$ cat src/swfr_pkg.sv
// ----------------------------------------------------------------------------
// swfr_pkg
// Shared types and constants for the sync word frame receiver.
// ----------------------------------------------------------------------------
package swfr_pkg;

  localparam int CMD_W   = 16;
  localparam int LEN_W   = 11;
  localparam int IDX_W   = 10;
  localparam int CNT_W   = 16;
  localparam int SYNC_W  = 32;
  localparam int CFG_W   = 32;
  localparam int TDATA_W = 80;

  // Header limit and register reset values
  localparam logic [15:0]      PAYLOAD_LIMIT   = 16'd1024;
  localparam logic [LEN_W-1:0] MAX_PAYLOAD_RST = 11'd1024;

  // Accepted command id ranges
  localparam logic [15:0] ID_LO_MIN = 16'h0001;
  localparam logic [15:0] ID_LO_MAX = 16'h0008;
  localparam logic [15:0] ID_HI_MIN = 16'h8001;
  localparam logic [15:0] ID_HI_MAX = 16'h8008;

  // Window holds eight bytes once full
  localparam logic [3:0] FILL_FULL = 4'd8;

  // Queue between front and back; depth must be a power of two
  localparam int QDEPTH = 4;
  localparam int QPTR_W = $clog2(QDEPTH);
  localparam int QCNT_W = $clog2(QDEPTH + 1);

  // Register indexes
  localparam logic REG_SYNC_WORD   = 1'b0;
  localparam logic REG_MAX_PAYLOAD = 1'b1;

  typedef enum logic [1:0] {
    PH_HUNT    = 2'd0,
    PH_PAYLOAD = 2'd1,
    PH_CHECK   = 2'd2
  } phase_t;

  typedef enum logic [1:0] {
    OP_HDR     = 2'd0,
    OP_PAYLOAD = 2'd1,
    OP_CHECK   = 2'd2
  } op_t;

  typedef enum logic [1:0] {
    KIND_PAYLOAD = 2'd0,
    KIND_GOOD    = 2'd1,
    KIND_BAD     = 2'd2
  } kind_t;

  // One classified word handed from front to back.
  // For OP_HDR, data carries the header byte sum.
  typedef struct packed {
    op_t              op;
    logic [7:0]       data;
    logic [IDX_W-1:0] idx;
    logic [CMD_W-1:0] cmd;
    logic [LEN_W-1:0] len;
  } qent_t;

endpackage

$ cat src/swfr_front.sv
// ----------------------------------------------------------------------------
// swfr_front
// Accepts received bytes, hunts for headers and classifies each byte.
// ----------------------------------------------------------------------------
module swfr_front
  import swfr_pkg::*;
(
  input  logic              clk,
  input  logic              rst,
  input  logic              cfg_we,
  input  logic              cfg_index,
  input  logic [CFG_W-1:0]  cfg_data,
  input  logic              in_valid,
  input  logic [7:0]        in_byte,
  output logic              in_ready,
  output logic              push_valid,
  output qent_t             push_ent,
  input  logic              push_ready
);

  logic [SYNC_W-1:0] sync_word;
  logic [LEN_W-1:0]  max_payload;

  phase_t           phase, phase_next;
  logic [63:0]      window, window_next;
  logic [3:0]       fill, fill_next;
  logic [LEN_W-1:0] frame_length, frame_length_next;
  logic [LEN_W-1:0] bytes_seen, bytes_seen_next;

  logic             accept;
  logic [63:0]      win_shift;
  logic [3:0]       fill_inc;
  logic [15:0]      hdr_id;
  logic [15:0]      hdr_len;
  logic             id_ok;
  logic             len_ok;
  logic             hdr_hit;
  logic [7:0]       hdr_sum;
  logic [LEN_W-1:0] seen_inc;

  assign in_ready = push_ready;
  assign accept   = in_valid && push_ready;

  always_ff @(posedge clk) begin
    if (rst) begin
      sync_word   <= '0;
      max_payload <= MAX_PAYLOAD_RST;
    end else if (cfg_we) begin
      unique case (cfg_index)
        REG_SYNC_WORD:   sync_word   <= cfg_data[SYNC_W-1:0];
        REG_MAX_PAYLOAD: max_payload <= cfg_data[LEN_W-1:0];
        default: ;
      endcase
    end
  end

  // Header candidate once this byte enters the window
  always_comb begin
    win_shift = {in_byte, window[63:8]};
    fill_inc  = (fill >= FILL_FULL) ? FILL_FULL : fill + 4'd1;
    hdr_id    = win_shift[47:32];
    hdr_len   = win_shift[63:48];
    id_ok     = (hdr_id >= ID_LO_MIN && hdr_id <= ID_LO_MAX) ||
                (hdr_id >= ID_HI_MIN && hdr_id <= ID_HI_MAX);
    len_ok    = (hdr_len <= {5'd0, max_payload}) && (hdr_len <= PAYLOAD_LIMIT);
    hdr_hit   = (fill_inc >= FILL_FULL) && (win_shift[31:0] == sync_word) &&
                id_ok && len_ok;
    hdr_sum   = '0;
    for (int i = 0; i < 8; i++) begin
      hdr_sum = hdr_sum + win_shift[8*i +: 8];
    end
    seen_inc = bytes_seen + 1'b1;
  end

  always_ff @(posedge clk) begin
    if (rst) begin
      phase        <= PH_HUNT;
      window       <= '0;
      fill         <= '0;
      frame_length <= '0;
      bytes_seen   <= '0;
    end else begin
      phase        <= phase_next;
      window       <= window_next;
      fill         <= fill_next;
      frame_length <= frame_length_next;
      bytes_seen   <= bytes_seen_next;
    end
  end

  always_comb begin
    phase_next        = phase;
    window_next       = window;
    fill_next         = fill;
    frame_length_next = frame_length;
    bytes_seen_next   = bytes_seen;
    push_valid        = 1'b0;
    push_ent.op       = OP_PAYLOAD;
    push_ent.data     = in_byte;
    push_ent.idx      = bytes_seen[IDX_W-1:0];
    push_ent.cmd      = hdr_id;
    push_ent.len      = hdr_len[LEN_W-1:0];
    if (accept) begin
      unique case (phase)
        PH_PAYLOAD: begin
          push_valid      = 1'b1;
          bytes_seen_next = seen_inc;
          if (seen_inc >= frame_length) begin
            phase_next = PH_CHECK;
          end
        end
        PH_CHECK: begin
          push_valid  = 1'b1;
          push_ent.op = OP_CHECK;
          phase_next  = PH_HUNT;
          window_next = '0;
          fill_next   = '0;
        end
        default: begin
          // Slide the window; on a valid header hand it to the back end
          phase_next  = PH_HUNT;
          window_next = win_shift;
          fill_next   = fill_inc;
          if (hdr_hit) begin
            push_valid        = 1'b1;
            push_ent.op       = OP_HDR;
            push_ent.data     = hdr_sum;
            frame_length_next = hdr_len[LEN_W-1:0];
            bytes_seen_next   = '0;
            phase_next        = (hdr_len == 16'd0) ? PH_CHECK : PH_PAYLOAD;
            window_next       = '0;
            fill_next         = '0;
          end
        end
      endcase
    end
  end

endmodule

$ cat src/swfr_queue.sv
// ----------------------------------------------------------------------------
// swfr_queue
// Short FIFO of classified words between front and back.
// ----------------------------------------------------------------------------
module swfr_queue
  import swfr_pkg::*;
(
  input  logic  clk,
  input  logic  rst,
  input  logic  push_valid,
  input  qent_t push_ent,
  output logic  push_ready,
  output logic  pop_valid,
  output qent_t pop_ent,
  input  logic  pop
);

  qent_t             mem [QDEPTH];
  logic [QPTR_W-1:0] wr_ptr;
  logic [QPTR_W-1:0] rd_ptr;
  logic [QCNT_W-1:0] count;
  logic              do_push;
  logic              do_pop;

  assign push_ready = (count != QCNT_W'(QDEPTH));
  assign pop_valid  = (count != '0);
  assign pop_ent    = mem[rd_ptr];
  assign do_push    = push_valid && push_ready;
  assign do_pop     = pop && pop_valid;

  always_ff @(posedge clk) begin
    if (do_push) begin
      mem[wr_ptr] <= push_ent;
    end
  end

  always_ff @(posedge clk) begin
    if (rst) begin
      wr_ptr <= '0;
      rd_ptr <= '0;
      count  <= '0;
    end else begin
      if (do_push) begin
        wr_ptr <= wr_ptr + 1'b1;
      end
      if (do_pop) begin
        rd_ptr <= rd_ptr + 1'b1;
      end
      unique case ({do_push, do_pop})
        2'b10:   count <= count + 1'b1;
        2'b01:   count <= count - 1'b1;
        default: count <= count;
      endcase
    end
  end

endmodule

$ cat src/swfr_back.sv
// ----------------------------------------------------------------------------
// swfr_back
// Executes classified words: checksum, frame counts and the output register.
// ----------------------------------------------------------------------------
module swfr_back
  import swfr_pkg::*;
(
  input  logic              clk,
  input  logic              rst,
  input  logic              q_valid,
  input  qent_t             q_ent,
  output logic              q_pop,
  output logic              out_valid,
  input  logic              out_ready,
  output kind_t             out_kind,
  output logic [CMD_W-1:0]  out_cmd,
  output logic [7:0]        out_data,
  output logic [IDX_W-1:0]  out_idx,
  output logic [LEN_W-1:0]  out_len,
  output logic [CNT_W-1:0]  out_good,
  output logic [CNT_W-1:0]  out_bad,
  output logic              out_last
);

  logic [CMD_W-1:0] frame_command;
  logic [LEN_W-1:0] frame_length;
  logic [7:0]       running_sum;
  logic [CNT_W-1:0] good_count;
  logic [CNT_W-1:0] bad_count;
  logic             sum_match;

  // Header words carry no result and drain even while the output is held
  assign q_pop     = q_valid && (q_ent.op == OP_HDR || !out_valid || out_ready);
  assign sum_match = (q_ent.data == running_sum);

  always_ff @(posedge clk) begin
    if (rst) begin
      out_valid     <= 1'b0;
      frame_command <= '0;
      frame_length  <= '0;
      running_sum   <= '0;
      good_count    <= '0;
      bad_count     <= '0;
    end else begin
      if (q_pop && q_ent.op != OP_HDR) begin
        out_valid <= 1'b1;
      end else if (out_ready) begin
        out_valid <= 1'b0;
      end
      if (q_pop) begin
        unique case (q_ent.op)
          OP_HDR: begin
            frame_command <= q_ent.cmd;
            frame_length  <= q_ent.len;
            running_sum   <= q_ent.data;
          end
          OP_PAYLOAD: begin
            running_sum <= running_sum + q_ent.data;
          end
          OP_CHECK: begin
            if (sum_match) begin
              good_count <= good_count + 1'b1;
            end else begin
              bad_count <= bad_count + 1'b1;
            end
          end
          default: ;
        endcase
      end
    end
  end

  // Result payload; counts shown already updated on end results
  always_ff @(posedge clk) begin
    if (q_pop && q_ent.op != OP_HDR) begin
      out_cmd  <= frame_command;
      out_data <= q_ent.data;
      out_len  <= frame_length;
      if (q_ent.op == OP_PAYLOAD) begin
        out_kind <= KIND_PAYLOAD;
        out_idx  <= q_ent.idx;
        out_good <= good_count;
        out_bad  <= bad_count;
        out_last <= 1'b0;
      end else begin
        out_kind <= sum_match ? KIND_GOOD : KIND_BAD;
        out_idx  <= '0;
        out_good <= sum_match ? good_count + 1'b1 : good_count;
        out_bad  <= sum_match ? bad_count : bad_count + 1'b1;
        out_last <= 1'b1;
      end
    end
  end

endmodule

$ cat src/sync_word_frame_receiver_unit.sv
// ----------------------------------------------------------------------------
// sync_word_frame_receiver_unit
// Sync word deframer with an 8-bit additive checksum and frame counters.
// ----------------------------------------------------------------------------
//
//  channel   direction  signals                      carries
//  --------  ---------  ---------------------------  -----------------------------
//  s_*       in         s_tvalid s_tready s_tdata    one received byte per word
//  m_*       out        m_tvalid m_tready m_tdata    payload bytes and end results
//                       m_tuser m_tlast
//  cfg_*     in         cfg_we cfg_index cfg_data    sync word, max payload length
//
//  Throughput is one byte per clock while the queue has room; the front end
//  classifies a byte in the cycle it is accepted and the back end executes one
//  queued word per clock into the output register while m_* is not stalled.
//  Reset (rst, synchronous) empties the queue and the output register and
//  returns to hunting with an empty window and zero frame counts.
//  A stall on m_tready fills the four-word queue, then drops s_tready;
//  header words drain from the queue even while a result is held.
//
module sync_word_frame_receiver_unit
  import swfr_pkg::*;
(
  input  logic               clk,
  input  logic               rst,
  // configuration
  input  logic               cfg_we,
  input  logic               cfg_index,    // 0 sync_word, 1 max_payload
  input  logic [CFG_W-1:0]   cfg_data,
  // byte input
  input  logic               s_tvalid,
  output logic               s_tready,
  input  logic [7:0]         s_tdata,      // [7:0] rx_byte
  // result output
  output logic               m_tvalid,
  input  logic               m_tready,
  output logic [TDATA_W-1:0] m_tdata,      // [15:0] command_id, [23:16] data_byte,
                                           // [33:24] byte_index,
                                           // [44:34] payload_length,
                                           // [60:45] good_frames,
                                           // [76:61] bad_frames, [79:77] zero
  output logic [1:0]         m_tuser,      // [1:0] kind
  output logic               m_tlast
);

  qent_t            push_ent;
  qent_t            pop_ent;
  logic             push_valid;
  logic             push_ready;
  logic             pop_valid;
  logic             pop;
  kind_t            out_kind;
  logic [CMD_W-1:0] out_cmd;
  logic [7:0]       out_data;
  logic [IDX_W-1:0] out_idx;
  logic [LEN_W-1:0] out_len;
  logic [CNT_W-1:0] out_good;
  logic [CNT_W-1:0] out_bad;

  // Front: window hunt, header match, payload/check sequencing
  swfr_front u_front (
    .clk        (clk),
    .rst        (rst),
    .cfg_we     (cfg_we),
    .cfg_index  (cfg_index),
    .cfg_data   (cfg_data),
    .in_valid   (s_tvalid),
    .in_byte    (s_tdata),
    .in_ready   (s_tready),
    .push_valid (push_valid),
    .push_ent   (push_ent),
    .push_ready (push_ready)
  );

  // Decouple classification from execution
  swfr_queue u_queue (
    .clk        (clk),
    .rst        (rst),
    .push_valid (push_valid),
    .push_ent   (push_ent),
    .push_ready (push_ready),
    .pop_valid  (pop_valid),
    .pop_ent    (pop_ent),
    .pop        (pop)
  );

  // Back: checksum, counters, output register
  swfr_back u_back (
    .clk       (clk),
    .rst       (rst),
    .q_valid   (pop_valid),
    .q_ent     (pop_ent),
    .q_pop     (pop),
    .out_valid (m_tvalid),
    .out_ready (m_tready),
    .out_kind  (out_kind),
    .out_cmd   (out_cmd),
    .out_data  (out_data),
    .out_idx   (out_idx),
    .out_len   (out_len),
    .out_good  (out_good),
    .out_bad   (out_bad),
    .out_last  (m_tlast)
  );

  // Pack result fields, command id in the lowest bits
  assign m_tdata = {3'b000, out_bad, out_good, out_len, out_idx, out_data, out_cmd};
  assign m_tuser = out_kind;

endmodule

$ cat config.mk
export PLATFORM = sky130hd
export DESIGN_NAME = sync_word_frame_receiver_unit
export DESIGN_NICKNAME = d
export VERILOG_FILES = /design/src/swfr_pkg.sv /design/src/swfr_front.sv /design/src/swfr_queue.sv /design/src/swfr_back.sv /design/src/sync_word_frame_receiver_unit.sv
export SDC_FILE = /design/constraint.sdc
export NUM_CORES = 1
export LEC_CHECK = 0
export BUFFER_PORTS_ARGS = -buffer_cell sky130_fd_sc_hd__buf_2
export CORE_MARGIN = 8
export CORE_UTILIZATION = 48
export DETAILED_ROUTE_END_ITERATION = 16
export GPL_ROUTABILITY_DRIVEN = 0
export PLACE_DENSITY = 0.66
export SYNTH_ARGS = -nofsm -noshare
export SYNTH_HDL_FRONTEND = slang
export SYNTH_SLANG_ARGS = --single-unit
$ cat constraint.sdc
create_clock -name clk -period 7.6 [get_ports clk]
set_clock_uncertainty 0.05 [all_clocks]
set_input_delay 0.76 -clock clk [delete_from_list [all_inputs] [get_ports clk]]
set_output_delay 0.76 -clock clk [all_outputs]
set_load 0.02 [all_outputs]
After elaboration in Yosys (flattened, before gate mapping)
Memories as Yosys holds them, arrays and structs flattened. A register that Yosys moved wholly into a read port is not among the register bits.
Index checks and enable logic that the tools add are counted.
W data, S select, Z words.
- reductions and logical operators: 33
- add/sub/neg operators: 16
- mux-type cells: 32
- eq/ne operators: 10
- order comparisons: 9
- bitwise logic cells: 4
- operator list (kind ; number):
    $pmux W64 S2 ; 1
    $add A8 B8 Y8 ; 8
    $mux W16 ; 4
    $mux W64 ; 1
    $add A16 B1 Y16 const B ; 2
    $eq A32 B32 Y1 ; 1
    $pmux W11 S2 ; 1
    $ge A16 B1 Y1 const B ; 1
    $ge A16 B16 Y1 const B ; 1
    $le A16 B11 Y1 ; 1
    $le A16 B11 Y1 const B ; 1
    $le A16 B16 Y1 const B ; 1
    $le A16 B4 Y1 const B ; 1
    $logic_not A16 Y1 ; 1
    $pmux W8 S2 ; 1
    $reduce_and A2 Y1 ; 7
    $mux W2 ; 6
    $add A11 B1 Y11 const B ; 1
    $ge A11 B11 Y1 ; 1
    $logic_and A1 B1 Y1 ; 11
    $mux W11 ; 1
    $mux W10 ; 1
    $reduce_bool A2 Y1 ; 5
    $mux W9 ; 1
    other kinds (23) ; 44
- word-level logic and storage cells: 129
- bits in registers: 290
- memories: 1
- bits in writable memories: 188
- output and inout bits: 85
- memory list (memory ; depth ; bits a word ; rd ports ; clocked after memory_dff ; wr ports ; line ; source):
    u_queue.mem ; 4 ; 47 ; 1 ; 1 ; 1 ; swfr_queue.sv:18 ; qent_t mem [QDEPTH];

Logic depth before layout (Yosys ltp)
Gate-level depths: netlist of run 1.
- word-level depth: 12
- mapped depth: 15
- gate-level depth less buffers: 15

Modules after synthesis
Synthesis of run 1 repeated with hierarchy kept, for this count alone.
- cells, all modules: 1726
- area, all modules: 21071.5 sq um
- by module, submodules not included (module ; area each (sq um) ; cells each ; instances ; sequential area each (sq um)):
    swfr_front ; 7541.0 ; 857 ; 1 ; 2542.4
    swfr_queue ; 7283.2 ; 297 ; 1 ; 5825.6
    swfr_back ; 6221.0 ; 568 ; 1 ; 3763.6
    sync_word_frame_receiver_unit ; 26.3 ; 4 ; 1 ; 0.0

Least setup slack after synthesis of run 1
OpenSTA, ideal clock, no wires.
- kind: register to register
- start point: register with a tool-made name
- end point: register u_back.out_bad[0] (enable)
- stages on the path, launching flop included: 5
- setup time: 617 ps
- buffers on the path: 1
- data arrival time: 6329 ps
- data required time: 6933 ps
- clock period less this slack: 6996 ps
- path slack: 604 ps
- cell sequence: dfxtp_1 buf_2 mux4_2 nor2_1 nor3_1
- RTL lines (what ; line ; source):
    to (signal assigned) ; swfr_back.sv:83 ; out_bad <= bad_count;
    to (signal assigned) ; swfr_back.sv:89 ; out_bad <= sum_match ? bad_count : bad_count + 1'b1;
    to (decl) ; swfr_back.sv:21 ; output logic [CNT_W-1:0] out_bad,

==> results.rst, run 1 <==
.. list-table::
   :header-rows: 1

   * - Metric
     - Value
   * - Outcome
     - finished clean
   * - Leakage
     - 8.56 nW
   * - Post-CTS setup buffer count
     - 0
   * - Total of flip-flops plus latches after synthesis
     - between 400 and 500
   * - Biggest fanout along the worst timing path
     - 28
   * - Die X
     - 221 um
   * - Wire length per cell after detailed routing
     - 18.3 um
   * - Area growth from synthesis to layout
     - 13.8%
   * - Wire length of the first global-routing pass
     - about 69 mm
   * - Clock Latency Late Sink
     - around 0.58 ns
   * - Initial standard-cell utilization of the core
     - between 40 and 50%
   * - Fill count
     - 3448
   * - Family of cells with the greatest summed delay on the critical path
     - simple AND/OR/NAND/NOR gates
   * - Yosys cell types
     - 57
   * - Floorplan die area
     - 0.0488 mm^2
   * - Arrival time of data at the critical path endpoint
     - ~4.8 ns
   * - Post-CTS Hold Buffers
     - 0
   * - Slew Viols, Final
     - 0
   * - Number of nets at the end of the flow
     - 1870
   * - Most frequent standard cell in the layout excluding fill and tap cells
     - edfxtp_1
   * - Crit-path max cell delay
     - 0.71 ns
   * - Design Power
     - 0.00692 W
   * - Sum of buffers and inverters on the critical path
     - 1
   * - 1st-pass router iterations
     - 5
   * - Min-Delay Path Class
     - in -> reg
   * - Portion of the clock cycle consumed by the worst path in the final layout
     - 59.9%
   * - Crit end category
     - flop
   * - Critical Path RT
     - 7.88 ns
   * - Overflow after GRT
     - 0
   * - Core Box Area
     - ~0.042 mm^2
   * - Cells after Synth
     - 1613
   * - Category of the critical setup timing path
     - reg -> reg
   * - Top layer used by detailed routing
     - met4
   * - Peak supply drop
     - 0.000170 V
   * - Mapped Avg Cell Area
     - 12.5 um^2
   * - Iteration-0 DRC Markers
     - 893
   * - Detailed placer's ending HPWL
     - 28.7 mm
   * - Detailed-route DRC error count
     - 0
   * - Clock period minus worst slack
     - 4.55 ns
   * - Initial antenna violation count
     - 1
   * - Number of vias per cell after detailed routing
     - 5.37
   * - CTS Buf Count
     - 49
   * - Area used by multi-input combinational logic
     - roughly 0.0073 mm^2
   * - H-tree depth
     - 2
   * - Count of placed standard cells including taps
     - 2222
   * - Most used DFF post-synth
     - edfxtp_1
   * - Register area
     - 0.0121 mm^2
   * - MaxCap Viol Count
     - 0
   * - Headroom to the max-slew limit
     - 21.4%
   * - Clock sink count
     - approximately 470
   * - Cell-by-cell listing of the critical path
     - buf_4, mux4_2, ha_1, or4_1, nor4_1, and2_1, nand2_1, nor3_1, nand3_1, xnor2_1
   * - Buffers added on ports
     - 127
   * - Sum Neg Setup Slack
     - 0 ns
   * - Aggregate global-route resource usage
     - 17.2%
   * - Post-CTS Resized
     - 0
   * - Placed inst area
     - 0.0213 mm^2
   * - Total vias in the final route
     - 12400
   * - Total met3 wirelength after detailed routing
     - approximately 2.2 mm
   * - Fraction of synthesis flops using an asynchronous set or reset pin
     - 0%
   * - Number of hold violations in the final report
     - 0
   * - Number of synthesis warnings
     - 0
   * - Transition at the pin with the smallest max-transition slack
     - 1.18 ns
   * - Buffer levels on the longest clock path
     - 3
   * - Row Count
     - 75
   * - Clock slew at the register clock pins of the worst setup and hold paths
     - 0.06 ns
   * - Routed met2 length
     - 20.0 mm
   * - Total I/O pin count
     - 131
   * - Cell area after technology mapping
     - ~0.020 mm^2
   * - Number of global-route vias before repair
     - approximately 13000
   * - Remaining antenna violation count
     - 0
   * - CTS tree
     - done
   * - M1 WL
     - 18.9 mm
   * - Largest net degree at the start of global routing
     - 77
   * - Cell Count, Final, Fillers Out
     - around 2300
   * - Clk Tree Root Cell
     - clkbuf_16
   * - Worst path setup slack after routing
     - 3.05 ns
   * - Commonest cells after routing, fill and taps aside
     - edfxtp_1 (268), dfxtp_1 (202), nand2_1 (193), inv_1 (130), buf_2 (126)
   * - Sequential share of the synthesized area
     - between 60 and 70%
   * - Library cell contributing the largest single delay on the critical path
     - dfxtp_2
   * - Post-Place Worst Slack
     - 2.64 ns
   * - Proportion of layout cells with a drive suffix above 1
     - 15.9%
   * - Vertical die dimension
     - 221 um
   * - Layout Cell Area excl Fill
     - 0.0230 mm^2
   * - Launching element type of the critical path
     - flop
   * - Final wirelength
     - 42.4 mm
   * - Maximum frequency from static timing analysis
     - approximately 0.22 GHz
   * - Power per cell area
     - a little over 300 mW/mm^2
   * - Number of synthesized flops with an enable pin
     - 268
   * - Total setup violations reported at the end of the flow
     - 0
   * - Unrepaired setup endpoints after global routing
     - false
## cell type report
cell class	instances	share of cell area [%]
clock inverter	21	1.14
sequential	472	52.9
multi-input combinational	943	31.7
clock buffer	71	6.08
antenna	1	0.0109
inverter	130	2.13
timing repair buffer	138	3.14
tap	539	2.94
## stage by stage
stage | hold WS, ns | utilization (%)
6_report | 0.368 | 55.0
4_1_cts | 0.332 | 55.0
2_1_floorplan | 0.358 | -
3_5_place_dp | 0.365 | 51.0
5_1_grt | 0.352 | 55.0
3_3_place_gp | 0.364 | 51.0
## power by group
part,switching [W],internal [W]
combinational,0.000831,0.000506
clock,0.000969,0.00148
sequential,0.000160,0.00298
total,0.00196,0.00496
## layer usage
metal  global-route usage (%)  vias to the layer above
met1                     22.5                     6117
met3                     3.73                       86
met5                        0                        -
li1                         -                     5945
met2                     28.4                      294
met4                     5.68                        0
## kinds of logic (layout without fill, tap and decap cells)
family | Yosys count | in the layout | share of synthesized area (%)
adders and majority gates | 90 | 90 | 7.11
buffers and inverters | 200 | 360 | 3.95
other | 1 | 4 | 0.0186
muxes | 69 | 69 | 6.36
xor gates and xnor gates | 114 | 114 | 4.95
DFF | 472 | 472 | 60.1
AOI/OAI and AO/OA | 239 | 239 | 7.77
and+or+nand+nor | 428 | 428 | 9.69
## state kept, by name (all words and copies together), names as in the netlist, 4 cells and up, named ones only
register	flops
u_front.window	56
u_back.out_good	16
u_back.out_bad	16
u_front.max_payload	11
u_front.bytes_seen	11
u_back.out_idx	10
u_back.out_cmd	16
u_back.running_sum	8
u_front.frame_length	11
u_back.frame_command	16
u_front.fill	4
u_queue.mem	188
u_back.bad_count	16
u_back.out_len	11
u_front.sync_word	32
u_back.good_count	16
u_back.frame_length	11
u_back.out_data	8
## Yosys cell counts (all sizes together) (46+ instances only)
library cell / number / area (um^2)
edfxtp: 268 / 8050
dfxtp: 204 / 4080
nand2: 193 / 724
inv: 130 / 488
a21oi: 98 / 498
nor2: 89 / 334
xor2: 68 / 596
a22o: 56 / 490
ha: 49 / 613
clkbuf: 47 / 176
mux4: 47 / 1060
xnor2: 46 / 403
## tightest hold or removal path, stage by stage
cell     delay, ns
buf_2         0.09
nand2_1       0.04
a21oi_1       0.05
## final timing paths
kind | start | end | slack [ns] | cells past startpoint
worst min-delay path | cfg_data[11] | u_front.sync_word[11] | 0.37 | 3
worst min register to register | u_back.frame_length[2] | u_back.out_len[2] | 0.38 | 0
worst max register to register | flop | u_back.out_good[15] | 3.05 | 10
worst max-delay path | flop | u_back.out_good[15] | 3.05 | 10
Power figures use the tool's default switching activity.
==> run 2: changes to the inputs <==
==> constraint.sdc (replaced) <==
create_clock -name clk -period 4.43 [get_ports clk]
set_clock_uncertainty 0.05 [all_clocks]
set_input_delay 0.443 -clock clk [delete_from_list [all_inputs] [get_ports clk]]
set_output_delay 0.443 -clock clk [all_outputs]
set_load 0.02 [all_outputs]
==> results.rst, run 2 (synthesis results as in run 1) <==
.. list-table::
   :header-rows: 1

   * - Metric
     - Value
   * - Sum Neg Setup Slack
     - 0 ns
   * - Critical Path Most Common Cell
     - fa_1
   * - Total vias in the final route
     - 12500
   * - Wire length per cell after detailed routing
     - approximately 18 um
   * - Buffer levels on the longest clock path
     - 3
   * - Number of vias per cell after detailed routing
     - 5.30
   * - CTS Buf Count
     - 47
   * - Maximum frequency from static timing analysis
     - 0.234 GHz
   * - Category of the critical setup timing path
     - reg -> reg
   * - Register bank with the most flops
     - u_queue.mem
   * - Fill count
     - 3433
   * - Sum of buffers and inverters on the critical path
     - 4
   * - CTS tree
     - done
   * - Clock slew at the register clock pins of the worst setup and hold paths
     - 0.07 ns
   * - Register area
     - 0.0121 mm^2
   * - Hold Slack
     - ~0.058 ns
   * - Internal Power
     - 0.00846 W
   * - Floorplan die area
     - ~0.049 mm^2
   * - Area used by multi-input combinational logic
     - between 0.007 and 0.008 mm^2
   * - Worst path setup slack after routing
     - 0.155 ns
   * - Outcome
     - finished clean
   * - Die X
     - about 220 um
   * - Core Box Area
     - 0.0418 mm^2
   * - Buffers added on ports
     - 127
   * - Met1 capacity usage during global routing
     - 23.4%
   * - Worst-case reg-to-reg path depth
     - 14
   * - Launching element type of the critical path
     - flop
   * - Largest net degree at the start of global routing
     - 76
   * - Number of global-route vias before repair
     - around 13000
   * - Number of nets at the end of the flow
     - 1907
   * - Utilization of the core after routing
     - 55.7%
   * - Headroom to the max-slew limit
     - 21.6%
   * - Final wirelength
     - 43.2 mm
   * - Reg power frac
     - 45.0%
   * - Wire length of the first global-routing pass
     - ~69 mm
   * - Critical Path RT
     - 4.68 ns
   * - Net Sw Frac
     - 28.4%
   * - Cell-by-cell listing of the critical path
     - inv_1, fa_1, inv_1, fa_1, fa_1, inv_1, fa_1, inv_1, ha_1, fa_1, a21o_1, a21oi_1, xnor2_1, a21o_1
   * - Overflow after GRT
     - 0
   * - Worst hold stages
     - 3
   * - Peak supply drop
     - 0.000296 V
   * - Clk Tree Root Cell
     - clkbuf_16
   * - Portion of the clock cycle consumed by the worst path in the final layout
     - 96.5%
   * - Leakage
     - 8.77 nW
   * - Biggest fanout along the worst timing path
     - 4
   * - Aggregate global-route resource usage
     - 17.5%
   * - Share of total power in the clock network
     - 34.5%
   * - Area growth from synthesis to layout
     - 15.3%
   * - 1st-pass router iterations
     - 5
   * - Post-CTS Hold Buffers
     - 0
   * - Part of the power in combinational logic
     - 20.5%
   * - Library cell contributing the largest single delay on the critical path
     - fa_1
   * - Design Power
     - around 0.012 W
   * - Global routing met3 resource utilization
     - 3.37%
   * - Post-Place Worst Slack
     - -0.0753 ns
   * - Initial antenna violation count
     - 1
   * - Family of cells with the greatest summed delay on the critical path
     - adder cells
   * - Reported net switching power
     - 0.00336 W
   * - Power per cell area
     - 508 mW/mm^2
   * - Post-CTS setup buffer count
     - 0
   * - GRT met2 Usage
     - 29.1%
   * - Clock Latency Late Sink
     - around 0.57 ns
   * - Min-Delay Path Class
     - in -> reg
   * - Number of hold violations in the final report
     - 0
   * - Vertical die dimension
     - 221 um
   * - Detailed placer's ending HPWL
     - between 20 and 30 mm
   * - Unrepaired setup endpoints after global routing
     - false
   * - Crit end category
     - flop
   * - Total I/O pin count
     - 131
   * - Iteration-0 DRC Markers
     - 854
   * - Post-CTS Resized
     - 0
   * - Clock sink count
     - 472
   * - Biggest registers after layout
     - u_queue.mem: 188 flops, u_front.window: 56 flops, u_front.sync_word: 32 flops
   * - Clock period minus worst slack
     - 4.28 ns
   * - Crit-path max cell delay
     - 0.55 ns
   * - MaxCap Viol Count
     - 0
   * - Most used routing layer
     - met2
   * - Transition at the pin with the smallest max-transition slack
     - ~1.2 ns
   * - H-tree depth
     - 2
   * - Proportion of layout cells with a drive suffix above 1
     - 17.9%
   * - Initial standard-cell utilization of the core
     - 48.3%
   * - Arrival time of data at the critical path endpoint
     - 4.53 ns
   * - Total setup violations reported at the end of the flow
     - 0
   * - Most frequent standard cell in the layout excluding fill and tap cells
     - edfxtp_1
   * - Commonest cells after routing, fill and taps aside
     - edfxtp_1 (268), dfxtp_1 (200), nand2_1 (193), inv_1 (130), buf_2 (126)
   * - Detailed-route DRC error count
     - 0
   * - Row Count
     - 75
   * - Number of flip-flops under the largest register name
     - 188
   * - Crit path depth
     - 14
   * - Remaining antenna violation count
     - 0
   * - Slew Viols, Final
     - 0
==> run 2: through the flow <==
stage / cells / cell area, um^2
floorplan: 1615 / 20200
global placement: 2261 / 21700
detailed placement: 2261 / 21700
CTS: 2348 / 23300
global route: 2349 / 23300
finish: 2349 / 23300
==> run 2: worst min-delay path, delay by kind of cell <==
family	cells	cell delay, ns
and+or+nand+nor	1	0.05
AOI/OAI and AO/OA	1	0.05
buffers and inverters	1	0.10
==> run 2: power groups by stage <==
stage          logic, W  clock network, W  registers [W]
2_1_floorplan   0.00148                 0        0.00564
3_3_place_gp    0.00241                 0        0.00541
3_5_place_dp    0.00247                 0        0.00542
4_1_cts         0.00247           0.00416        0.00533
5_1_grt         0.00268           0.00435        0.00537
6_report        0.00243           0.00407        0.00532
==> run 2: path summary, 6_finish.rpt <==
path / from / endpoint / slack, ns
worst min-delay path: cfg_data[16] / u_front.sync_word[16] / 0.06
worst min register to register: u_back.frame_command[6] / u_back.out_cmd[6] / 0.38
worst max-delay path: u_front.window[10] / u_queue.mem[2][43] / 0.15
worst max register to register: u_front.window[10] / u_queue.mem[2][43] / 0.15
==> run 2: area by class of cell <==
class,instances,share of cell area [%]
Sequential cell,472,52.2
Tap cell,539,2.90
Antenna cell,1,0.0108
Clock buffer,70,6.08
Clock inverter,17,0.801
Inverter,130,2.10
Multi-Input combinational cell,943,31.3
Timing Repair Buffer,177,4.63
==> run 2: layer usage <==
metal	up-vias	part of all wire (%)
met3	64	4.7
met4	0	2.2
li1	6019	-
met5	-	0
met2	272	47
met1	6105	46
==> run 3: changes to the inputs <==
--- a/config.mk
+++ b/config.mk
@@ -11,6 +11,7 @@
 export DETAILED_ROUTE_END_ITERATION = 16
 export GPL_ROUTABILITY_DRIVEN = 0
 export PLACE_DENSITY = 0.66
+export RECOVER_POWER = 100
 export SYNTH_ARGS = -nofsm -noshare
 export SYNTH_HDL_FRONTEND = slang
 export SYNTH_SLANG_ARGS = --single-unit
==> results.rst, run 3 (synthesis results as in run 1) <==
.. list-table::
   :header-rows: 1

   * - Metric
     - Value
   * - Worst-case reg-to-reg path depth
     - 15
   * - Crit end category
     - flop
   * - Vertical die dimension
     - 221 um
   * - Category of the critical setup timing path
     - reg -> reg
   * - Number of hold violations in the final report
     - 0
   * - Largest net degree at the start of global routing
     - between 70 and 80
   * - Remaining antenna violation count
     - 0
   * - Final wirelength
     - 43.3 mm
   * - Row Count
     - 75
   * - Power per cell area
     - between 500 and 600 mW/mm^2
   * - Worst path setup slack after routing
     - 0.153 ns
   * - Clk Tree Root Cell
     - clkbuf_16
   * - Die X
     - about 220 um
   * - Placed inst area
     - 0.0217 mm^2
   * - Utilization of the core after routing
     - 55.0%
   * - CTS tree
     - done
   * - Leakage
     - between 8 and 9 nW
   * - Most frequent standard cell in the layout excluding fill and tap cells
     - edfxtp_1
   * - Slew Viols, Final
     - between 60 and 70
   * - Clock Latency Late Sink
     - 0.58 ns
   * - Family of cells with the greatest summed delay on the critical path
     - adder cells
   * - Post-CTS Hold Buffers
     - 0
   * - Layout Cell Area excl Fill
     - roughly 0.023 mm^2
   * - Initial standard-cell utilization of the core
     - 48.3%
   * - Maximum frequency from static timing analysis
     - 0.234 GHz
   * - Wire length of the first global-routing pass
     - 69.5 mm
   * - Commonest cells after routing, fill and taps aside
     - edfxtp_1 (268), dfxtp_1 (200), nand2_1 (193), inv_1 (130), clkbuf_1 (122)
   * - Biggest fanout along the worst timing path
     - 4
   * - Min-Delay Path Class
     - in -> reg
   * - Total setup violations reported at the end of the flow
     - 0
   * - Violations in the final reports
     - max-capacitance violations, max-slew violations
   * - Transition at the pin with the smallest max-transition slack
     - between 3 and 4 ns
   * - Critical Path RT
     - ~4.7 ns
   * - Sum of buffers and inverters on the critical path
     - 4
   * - Buffer levels on the longest clock path
     - 3
   * - Cell-by-cell listing of the critical path
     - inv_1, fa_1, inv_1, fa_1, fa_1, inv_1, fa_1, inv_1, ha_1, a21o_1, a21o_1, a21o_1, a21oi_1, xnor2_1, a21o_1
   * - Clock slew at the register clock pins of the worst setup and hold paths
     - around 0.060 ns
   * - Outcome
     - complete, but fails checks
   * - Iteration-0 DRC Markers
     - 865
   * - Crit-path max cell delay
     - 0.55 ns
   * - Number of vias per cell after detailed routing
     - 5.32
   * - Biggest registers after layout
     - u_queue.mem: 188 flops, u_front.window: 56 flops, u_front.sync_word: 32 flops
   * - Portion of the clock cycle consumed by the worst path in the final layout
     - 96.6%
   * - Number of flip-flops under the largest register name
     - 188
   * - Wire length per cell after detailed routing
     - 18.4 um
   * - Library cell contributing the largest single delay on the critical path
     - fa_1
   * - Aggregate global-route resource usage
     - 17.5%
   * - Worst hold stages
     - 3
   * - CTS Buf Count
     - 47
   * - Detailed-route DRC error count
     - 0
   * - Proportion of layout cells with a drive suffix above 1
     - 11.3%
   * - Area growth from synthesis to layout
     - 13.9%
   * - Capture endpoint of the worst hold path
     - u_front.sync_word[16]
   * - Post-Place Worst Slack
     - -0.0753 ns
   * - Unrepaired setup endpoints after global routing
     - false
   * - H-tree depth
     - 2
   * - Floorplan die area
     - 0.0488 mm^2
   * - Launching element type of the critical path
     - flop
   * - Headroom to the max-slew limit
     - -102%
   * - Register bank with the most flops
     - u_queue.mem
   * - Buffers added on ports
     - 127
   * - Worst reg2reg path endpoint
     - u_queue.mem[3][44]
   * - Clock sink count
     - 472
   * - Core Box Area
     - 0.0418 mm^2
   * - Worst reg2reg startpoint
     - u_front.window[11]
   * - Fill count
     - between 3000 and 4000
   * - Total vias in the final route
     - 12500
   * - Design Power
     - 0.0118 W
   * - Initial antenna violation count
     - 1
   * - Peak supply drop
     - 0.000301 V
   * - 1st-pass router iterations
     - 5
   * - MaxCap Viol Count
     - 1
   * - Number of global-route vias before repair
     - 12700
   * - Register-to-register path setup slack
     - 0.15 ns
   * - Detailed placer's ending HPWL
     - 29.8 mm
   * - Clock period minus worst slack
     - 4.28 ns
   * - Overflow after GRT
     - 0
   * - Total I/O pin count
     - 131
   * - Number of nets at the end of the flow
     - between 1500 and 2000
   * - Worst Min Path Start
     - cfg_data[16]
   * - Arrival time of data at the critical path endpoint
     - 4.55 ns
==> run 3: changes by cell type in the layout (fill, tap and decap cells not counted), sizes merged <==
cell    before  now
buf        177   54
clkbuf      70  193
==> run 3: repair_timing <==
action	in CTS	in global routing
resized for setup	0	2
buffers inserted	0	0
setup endpoints to repair	0	8
==> run 3: worst max path at each step <==
stage,from,end,slack (ns),cells past startpoint
after global placement,s_tdata[3],u_queue.mem[0][44],-0.08,16
final,u_front.window[11],u_queue.mem[3][44],0.15,15
after global routing,u_front.window[10],u_queue.mem[1][43],0.004,14
after detailed placement,s_tdata[3],u_queue.mem[3][44],-0.08,16
after CTS,u_front.window[10],u_queue.mem[2][43],0.14,14
after floorplan,flop,u_back.out_good[13],0.05,12
==> run 3: power breakdown <==
| group | leakage (nW) | switching, W | internal [W] |
|---|---|---|---|
| registers | 4.17 | 0.000221 | 0.00512 |
| logic | 3.40 | 0.00151 | 0.000838 |
| clock network | 0.788 | 0.00163 | 0.00244 |
| total | 8.36 | 0.00337 | 0.00839 |
==> run 3: stage by stage <==
| step | TNS (ns) | std cells | hold WS (ns) |
|---|---|---|---|
| CTS | 0 | 2348 | 0.0252 |
| floorplan | 0 | 1615 | 0.358 |
| finish | 0 | 2349 | 0.0565 |
| detailed placement | -0.572 | 2261 | 0.362 |
| global placement | -0.351 | 2261 | 0.364 |
| global route | 0 | 2349 | 0.0485 |
==> run 3: layer usage <==
| metal | wire length (um) | vias to the layer above | GRT usage, % | share of wire [%] |
|---|---|---|---|---|
| met4 | 946 | 0 | 4.76 | 2.2 |
| met5 | 0 | - | 0 | 0 |
| met2 | 20500 | 262 | 29.1 | 47 |
| met3 | 1940 | 62 | 3.37 | 4.5 |
| li1 | - | 6010 | - | - |
| met1 | 19900 | 6154 | 23.4 | 46 |
==> run 3: area by class of cell <==
type	instances	area, um^2	share of cell area (%)
diodes	1	2.50	0.0109
clock buffers	70	1420	6.16
clock inverters	17	186	0.812
inverters	130	488	2.12
multi-input cells	943	7270	31.6
flip-flops and latches	472	12100	52.8
well taps	539	674	2.94
repair buffers	177	796	3.46
==> run 3: worst reg2reg max path, cell delays in order, from the launching register on <==
cell	delay [ns]
dfxtp_1	0.38
inv_1	0.07
fa_1	0.50
inv_1	0.05
fa_1	0.50
fa_1	0.55
inv_1	0.06
fa_1	0.52
inv_1	0.05
ha_1	0.28
a21o_1	0.18
a21o_1	0.19
a21o_1	0.18
a21oi_1	0.17
xnor2_1	0.09
a21o_1	0.19
